--- config.mk ---
export PLATFORM = sky130hd
export DESIGN_NAME = kbt_front_flat
export DESIGN_NICKNAME = d
export VERILOG_FILES = /design/src/hw/rtl/kbt_pkg.sv /design/src/hw/rtl/kbt_req_if.sv /design/src/hw/rtl/kbt_front.sv /design/src/flat_wrapper.sv
export SDC_FILE = /design/constraint.sdc
export NUM_CORES = 1
export LEC_CHECK = 0
export ABC_AREA = 1
export BUFFER_PORTS_ARGS = -buffer_cell sky130_fd_sc_hd__buf_2
export CAP_MARGIN = 10
export CORE_MARGIN = 2
export CORE_UTILIZATION = 46
export DETAILED_ROUTE_END_ITERATION = 6
export GPL_TIMING_DRIVEN = 0
export PLACE_DENSITY = 0.82
export SLEW_MARGIN = 5
export SYNTH_ARGS = -nofsm -noshare
export SYNTH_HDL_FRONTEND = slang
export SYNTH_SLANG_ARGS = --single-unit
--- constraint.sdc ---
create_clock -name clock -period 6.2 [get_ports clock]
set_input_delay 0.31 -clock clock [delete_from_list [all_inputs] [get_ports clock]]
set_output_delay 0.31 -clock clock [all_outputs]
set_load 0.01 [all_outputs]
--- src/hw/rtl/kbt_pkg.sv ---
`timescale 1ns / 1ps
// ----------------------------------------------------------------------------
// kbt_pkg
// Shared types and constants of the keyed balance table.
// ----------------------------------------------------------------------------
package kbt_pkg;

   localparam int KEY_W = 32;
   localparam int AMT_W = 62;
   localparam int BAL_W = 63;
   localparam int OUT_W = 64;

   typedef enum logic [1:0] {
      CMD_CREATE = 2'd0,
      CMD_DEBIT  = 2'd1,
      CMD_CREDIT = 2'd2,
      CMD_QUERY  = 2'd3
   } cmd_type;

   // one queued command between front and back
   typedef struct packed {
      cmd_type            cmd;
      logic [KEY_W-1:0]   key;
      logic [AMT_W-1:0]   amt;
   } item_type;

   // queue status seen by the back end
   typedef struct packed {
      logic     valid;
      item_type item;
   } queue_head_type;

endpackage

--- src/hw/rtl/kbt_req_if.sv ---
`timescale 1ns / 1ps
// ----------------------------------------------------------------------------
// kbt_req_if
// Command channel: valid/ready with command, key and amount.
// ----------------------------------------------------------------------------
interface kbt_req_if;
   import kbt_pkg::*;

   logic               valid;
   logic               ready;
   logic [1:0]         command;
   logic signed [31:0] key;
   logic [61:0]        amount;

   modport source (output valid, output command, output key, output amount, input ready);
   modport sink   (input valid, input command, input key, input amount, output ready);
endinterface

--- src/hw/rtl/kbt_front.sv ---
`timescale 1ns / 1ps
// ----------------------------------------------------------------------------
// kbt_front
// Accepts commands, decodes them and holds them in a two-entry queue.
// ----------------------------------------------------------------------------
module kbt_front (
   input  logic                    clock,
   input  logic                    reset,
   kbt_req_if.sink                 req_chan,
   input  logic                    pop,
   output kbt_pkg::queue_head_type head
);
   import kbt_pkg::*;

   item_type   q_ff [2];
   logic       wr_ptr_ff, wr_ptr_in;
   logic       rd_ptr_ff, rd_ptr_in;
   logic [1:0] cnt_ff, cnt_in;
   logic       push;
   logic       do_pop;
   item_type   new_item;

   // decode the incoming transfer
   always_comb begin
      new_item.cmd = cmd_type'(req_chan.command);
      new_item.key = req_chan.key;
      new_item.amt = req_chan.amount;
   end

   assign req_chan.ready = (cnt_ff != 2'd2);
   assign push           = req_chan.valid && req_chan.ready;
   assign do_pop         = pop && (cnt_ff != 2'd0);

   assign head.valid = (cnt_ff != 2'd0);
   assign head.item  = q_ff[rd_ptr_ff];

   // pointer and fill bookkeeping
   always_comb begin
      wr_ptr_in = push ? ~wr_ptr_ff : wr_ptr_ff;
      rd_ptr_in = do_pop ? ~rd_ptr_ff : rd_ptr_ff;
      cnt_in    = cnt_ff + {1'b0, push} - {1'b0, do_pop};
   end

   always_ff @(posedge clock) begin
      if (reset) begin
         wr_ptr_ff <= 1'b0;
         rd_ptr_ff <= 1'b0;
         cnt_ff    <= 2'd0;
      end else begin
         wr_ptr_ff <= wr_ptr_in;
         rd_ptr_ff <= rd_ptr_in;
         cnt_ff    <= cnt_in;
      end
   end

   // queue storage
   always_ff @(posedge clock) begin
      if (push) begin
         q_ff[wr_ptr_ff] <= new_item;
      end
   end

endmodule

--- src/flat_wrapper.sv ---
// flat-port wrapper written by rule: the top's interface ports become plain ports
module kbt_front_flat import kbt_pkg::*;
  (clock, reset, pop, head, req_chan_valid, req_chan_command, req_chan_key, req_chan_amount, req_chan_ready);
  kbt_req_if req_chan_i ();
  input  logic clock;
  input  logic reset;
  input  logic pop;
  output kbt_pkg::queue_head_type head;
  input wire logic [$bits(req_chan_i.valid)-1:0] req_chan_valid;
  input wire logic [$bits(req_chan_i.command)-1:0] req_chan_command;
  input wire logic [$bits(req_chan_i.key)-1:0] req_chan_key;
  input wire logic [$bits(req_chan_i.amount)-1:0] req_chan_amount;
  output wire logic [$bits(req_chan_i.ready)-1:0] req_chan_ready;
  assign req_chan_i.valid = req_chan_valid;
  assign req_chan_i.command = req_chan_command;
  assign req_chan_i.key = req_chan_key;
  assign req_chan_i.amount = req_chan_amount;
  assign req_chan_ready = req_chan_i.ready;
  kbt_front u_core (.clock(clock), .reset(reset), .req_chan(req_chan_i), .pop(pop), .head(head));
endmodule
==> flow_summary.ini, run 1 <==
[synth]
synth_mux_area_frac = 0.167
synth-xor-area-share = 0
syn-cell-area_mm2 = 0.00738
synth_top_family_by_area = multiplexers
yosysWarnings = 0
synth_cells = 338
synth-simple-area-share = 0.0107
synth_cell_types = 14
syn_avg_cell_area_um2 = 21.8
syn-num-nets = 440
synth_fa_ha_area_frac = 0.00339
ys_ff_latch = 197
synth_compound_area_frac = 0.00136
ys_seq_area_frac = 0.795

[sta]
skew_ps = 8.14
worst_slew_pin_slew_ps = 640
max_slew_margin = 0.573
setup_violations = 0
hold_slack_ps = 71.1
final.setup.tns_ps = 0
min_period_over_period = 0.321
slew_viol_final = 0
fin_crit_ps = 1990
timing.fmax_ghz = 0.503
hold_viol_final = 0
worst_slack_ps = 4210
rsz0062_at_grt = false

[cells_and_area]
area_delta_synth_final_pct = 25.8
fillers = 1198
design_area_mm2 = 0.00929
nNetsFinal = 660
final_common_cell = buf_2
final_cell_mix = buf_2 (202), edfxtp_1 (192), mux2_2 (56)
drive_gt1_frac = 0.594
diodes = 0
instances_no_fill = 787
finish.utilization = 0.589

[drt]
wire_per_inst_um = 17.0
first_pass_iters = 4
antenna_left = 0
drt_iter0_drc = 197
wirelength_mm = 13.4
vias = 3793
via_per_inst = 4.82
drc_errors = 0

[floorplanning]
fp.dieH_um = 131
core_area_mm2 = 0.0158
die_area_mm2 = 0.0171
rows = 46
initial_core_util = 0.468
ios = 198
fp.dieW_um = 131

[placed_design]
dp_slack_ps = 4300
dpl_cell_area_mm2 = 0.00873
dpl.hpwl_mm = 9.40
gp_congestion = 0.715
portBuffers = 197
dp.cells = 755

[power]
power_mw = 3.76
p_leak_nw = 3.58
ir_drop_mv = 0.212
power.density_mw_per_mm2 = 405

[cts]
cts_tree = yes
ctsResizeCount = 0
cts_buffers = 17
clockBufferDepth = 2
clk_pin_slew_ps = 70
clk-insertion-delay-late_ps = 420
htreeDepth = 4
post_cts_buffers = 0
clock-sinks = 197
cts_hold_buf = 0
cts_root_buffer = clkbuf_16

[setup_path]
cp-start-kind = flop
critPathArrivalTime_ps = 1680
required_ps = 5890
critPathMaxFanout = 10
r2r_cells = 5
cp-end-kind = output port
critPathKind = flop to output port

[grt]
antenna_found_initial = 0
grt_overflow = 0
grt_pass1_vias = 3966
grt.total_usage = 0.154
grt_max_degree = 52
grt_pass1_wl_mm = 19.4

[run_status]
status = complete, no violations

[worst_hold_path]
holdPathStages = 2
worstHoldPathType = primary input to flop

[run]
cap_violations = 0
-- cells in the mapped netlist (all sizes together) --
library cell | number | area share
mux2 | 96 | 0.17
nor2 | 9 | 0.0046
dfxtp | 5 | 0.014
edfxtp | 192 | 0.78
inv | 10 | 0.0051
buf | 11 | 0.018
ha | 2 | 0.0034
nand3 | 3 | 0.0020
a21oi | 2 | 0.0014
nand2 | 8 | 0.0041
-- worst paths after layout --
kind                    start                  to  slack (ps)
min reg2reg  u_core.rd_ptr_ff                flop         520
max                      flop             head[6]        4210
min                     reset    u_core.cnt_ff[0]          70
max reg2reg  u_core.cnt_ff[0]  u_core.q_ff[1][59]        4310
-- metal layers --
metal	up-vias	part of all wire	track usage
li1	1759	-	-
met1	1870	0.39	0.169
met2	142	0.52	0.270
met3	22	0.067	0.0521
met4	0	0.021	0.0695
met5	-	0	0
-- flip-flops by register name, indices dropped and copies added, names as in the netlist, named ones only --
| register | count |
|---|---|
| u_core.rd_ptr_ff | 1 |
| u_core.q_ff | 192 |
| u_core.wr_ptr_ff | 1 |
| u_core.cnt_ff | 2 |
-- worst max-delay path, cell delays in order, from the launching register on --
cell     delay [ps]
dfxtp_1         320
buf_6           130
buf_2           270
mux2_2          380
buf_2           150
-- power by group --
part	total, mW	internal (mW)	switching [mW]
logic	0.982	0.480	0.502
clock network	1.03	0.555	0.471
registers	1.75	1.70	0.0500
-- area by class of cell --
class,count,area [um^2],area share
plain buffers,11,131,0.0141
clock buffers,17,425,0.0458
clock inverters,15,128,0.0137
inverters,10,40.0,0.00431
multi-input cells,120,1350,0.146
flip-flops and latches,197,5870,0.632
well taps,216,270,0.0291
repair buffers,201,1070,0.116
-- logic make-up after synthesis --
family	after synthesis
buffers and inverters	21
and+or+nand+nor	20
AOI/OAI and AO/OA	2
DFF	197
adders and majority gates	2
muxes	96
Note: power is estimated with default switching activity, not from simulation.
==> run 2: changes to the inputs <==
--- a/config.mk
+++ b/config.mk
@@ -12,7 +12,7 @@
 export CORE_UTILIZATION = 46
 export DETAILED_ROUTE_END_ITERATION = 6
 export GPL_TIMING_DRIVEN = 0
-export PLACE_DENSITY = 0.82
+export PLACE_DENSITY = 0.85
 export SLEW_MARGIN = 5
 export SYNTH_ARGS = -nofsm -noshare
 export SYNTH_HDL_FRONTEND = slang
==> constraint.sdc (replaced) <==
create_clock -name clock -period 1.64 [get_ports clock]
set_input_delay 0.082 -clock clock [delete_from_list [all_inputs] [get_ports clock]]
set_output_delay 0.082 -clock clock [all_outputs]
set_load 0.01 [all_outputs]
==> run 2 against run 1 <==
Compared with the run above:
- the flow now finishes with violations (setup timing)
- sequential share of layout area is 9.8 points lower
- clock power rose to 4.3 times the previous value
- final cell count is 15% higher
- count of clock-buffer cells in the layout grew 3
- setup slack lost 4300 ps
- highest routed layer unchanged
- critical path type unchanged
- global-route usage up 2.5 points
- flip-flop and latch count is the same
- routed wire length is 22% higher
- combinational power grew to 5.0 times the previous value
- sequential power grew to 3.8 times the previous value
- largest power group unchanged
- via count grew 14%
==> flow_summary.ini, run 2 (synthesis gave the netlist of run 1 again) <==
[power]
ir_drop_mv = 0.911
p_leak_nw = 4.30
p_sw_mw = 4.15
p_int_mw = 11.9
power_mw = 16.0
p_comb_frac = 0.307
power_switching_share = 0.259
power.density_mw_per_mm2 = 1460
pwr-share-clk = 0.278
pwr-share-seq = 0.415

[cells_and_area]
diodes = 0
largest_reg_flops = 192
final_cell_mix = edfxtp_1 (192), buf_2 (151), dlygate4sd3_1 (99)
reg.largest.list = u_core.q_ff (192), u_core.cnt_ff (2)
seqCellArea_mm2 = 0.00587
area_delta_synth_final_pct = 49.0
final_common_cell = edfxtp_1
drive_gt1_frac = 0.529
multi_input_area_mm2 = 0.00140
design_area_mm2 = 0.0110
top_register = u_core.q_ff
instances_no_fill = 904
fillers = 1004
nNetsFinal = 777

[setup_path]
critPathKind = flop to output port
critPathMaxFanout = 8
r2r_cells = 10
critPathArrivalTime_ps = 1610
cp-start-kind = flop
cp-end-kind = output port
required_ps = 1560
reg2reg_slack_ps = 130

[cts]
cts_tree = yes
clk-insertion-delay-late_ps = 420
clk_pin_slew_ps = 70
cts_buffers = 17
htreeDepth = 4
cts_root_buffer = clkbuf_16
clock-sinks = 197
clockBufferDepth = 2

[grt]
antenna_found_initial = 0
grt.total_usage = 0.179
grt_pass1_vias = 4588
grt_overflow = 0
grt_pass1_wl_mm = 22.5
grt_max_degree = 42

[floorplanning]
ios = 198
fp.dieH_um = 131
rows = 46
core_area_mm2 = 0.0158
die_area_mm2 = 0.0171
initial_core_util = 0.468
fp.dieW_um = 131

[sta]
worst_slack_ps = -56.8
hold_slack_ps = 382
max_slew_margin = 0.784
min_period_over_period = 1.03
setup_violations = 79
skew_ps = 10.0
timing.fmax_ghz = 0.589
fin_crit_ps = 1700
worst_slew_pin_slew_ps = 323
rsz0062_at_grt = true
slew_viol_final = 0
hold_viol_final = 0

[placed_design]
portBuffers = 197
dp.cells = 756
dpl.hpwl_mm = 9.18
dpl_cell_area_mm2 = 0.00878
gp_congestion = 0.728
dp_slack_ps = -255

[drt]
wire_per_inst_um = 18.1
first_pass_iters = 4
vias = 4308
via_per_inst = 4.77
wirelength_mm = 16.4
drc_errors = 0
drt_iter0_drc = 208
antenna_left = 0

[run_status]
status = complete, but fails checks
violations = setup timing

[worst_hold_path]
holdPathStages = 2
worstHoldPathType = primary input to flop

[run]
cap_violations = 0
## run 2: cell count changes in the layout (fill, tap and decap cells not counted), sizes merged, moves of 2 or more
| cell | before | now |
|---|---|---|
| buf | 212 | 223 |
| bufinv | 1 | 5 |
| clkbuf | 17 | 26 |
| clkinvlp | 4 | 2 |
| dlygate4sd3 | 0 | 99 |
| inv | 15 | 12 |
## run 2: area by class of cell
type / instances / area share
clock buffer: 20 / 0.0397
multi-input combinational: 120 / 0.127
inverter: 10 / 0.00376
sequential: 197 / 0.534
timing repair buffer: 317 / 0.238
buffer: 11 / 0.0147
clock inverter: 12 / 0.0181
timing repair inverter: 1 / 0.000683
tap: 216 / 0.0246
## run 2: through the flow
stage / setup TNS, ps / utilization
global placement: -258240 / 0.550
CTS: -11270 / 0.661
detailed placement: -24180 / 0.557
finish: -2200 / 0.697
floorplan: -136520 / -
global route: -9170 / 0.697
## run 2: critical path, cell delays in order, from the launching register on
cell	delay, ps
dfxtp_2	340
buf_12	130
buf_12	150
clkbuf_16	150
mux2_4	300
buf_6	120
## run 2: worst paths after layout
check                       end           startpoint
min reg2reg    u_core.rd_ptr_ff     u_core.rd_ptr_ff
min          u_core.q_ff[1][30]  req_chan_amount[30]
max reg2reg    u_core.cnt_ff[1]     u_core.cnt_ff[1]
max                    head[56]                 flop
## run 2: routing by layer
metal  vias to the layer above  wire length, um  GRT usage
li1                       1993                -          -
met1                      2119             6030      0.189
met2                       166             9060      0.331
met3                        30              909     0.0570
met4                         0              355     0.0695
met5                         -                0          0
## run 2: power groups by stage
stage	Clock (mW)	Combinational, mW	Sequential, mW
after CTS	4.51	4.03	6.63
after detailed placement	0	3.79	6.74
after global routing	4.74	5.26	6.71
after global placement	0	3.55	6.75
after floorplan	0	2.40	6.71
final	4.47	4.93	6.65
## run 2: timing repair
action,in CTS,in global routing
gates resized for setup,0,85
hold endpoints to repair,197,0
gates cloned,1,6
pin swaps,1,0
endpoints found under the setup margin,246,181
hold buffers,99,0
setup buffers,3,7
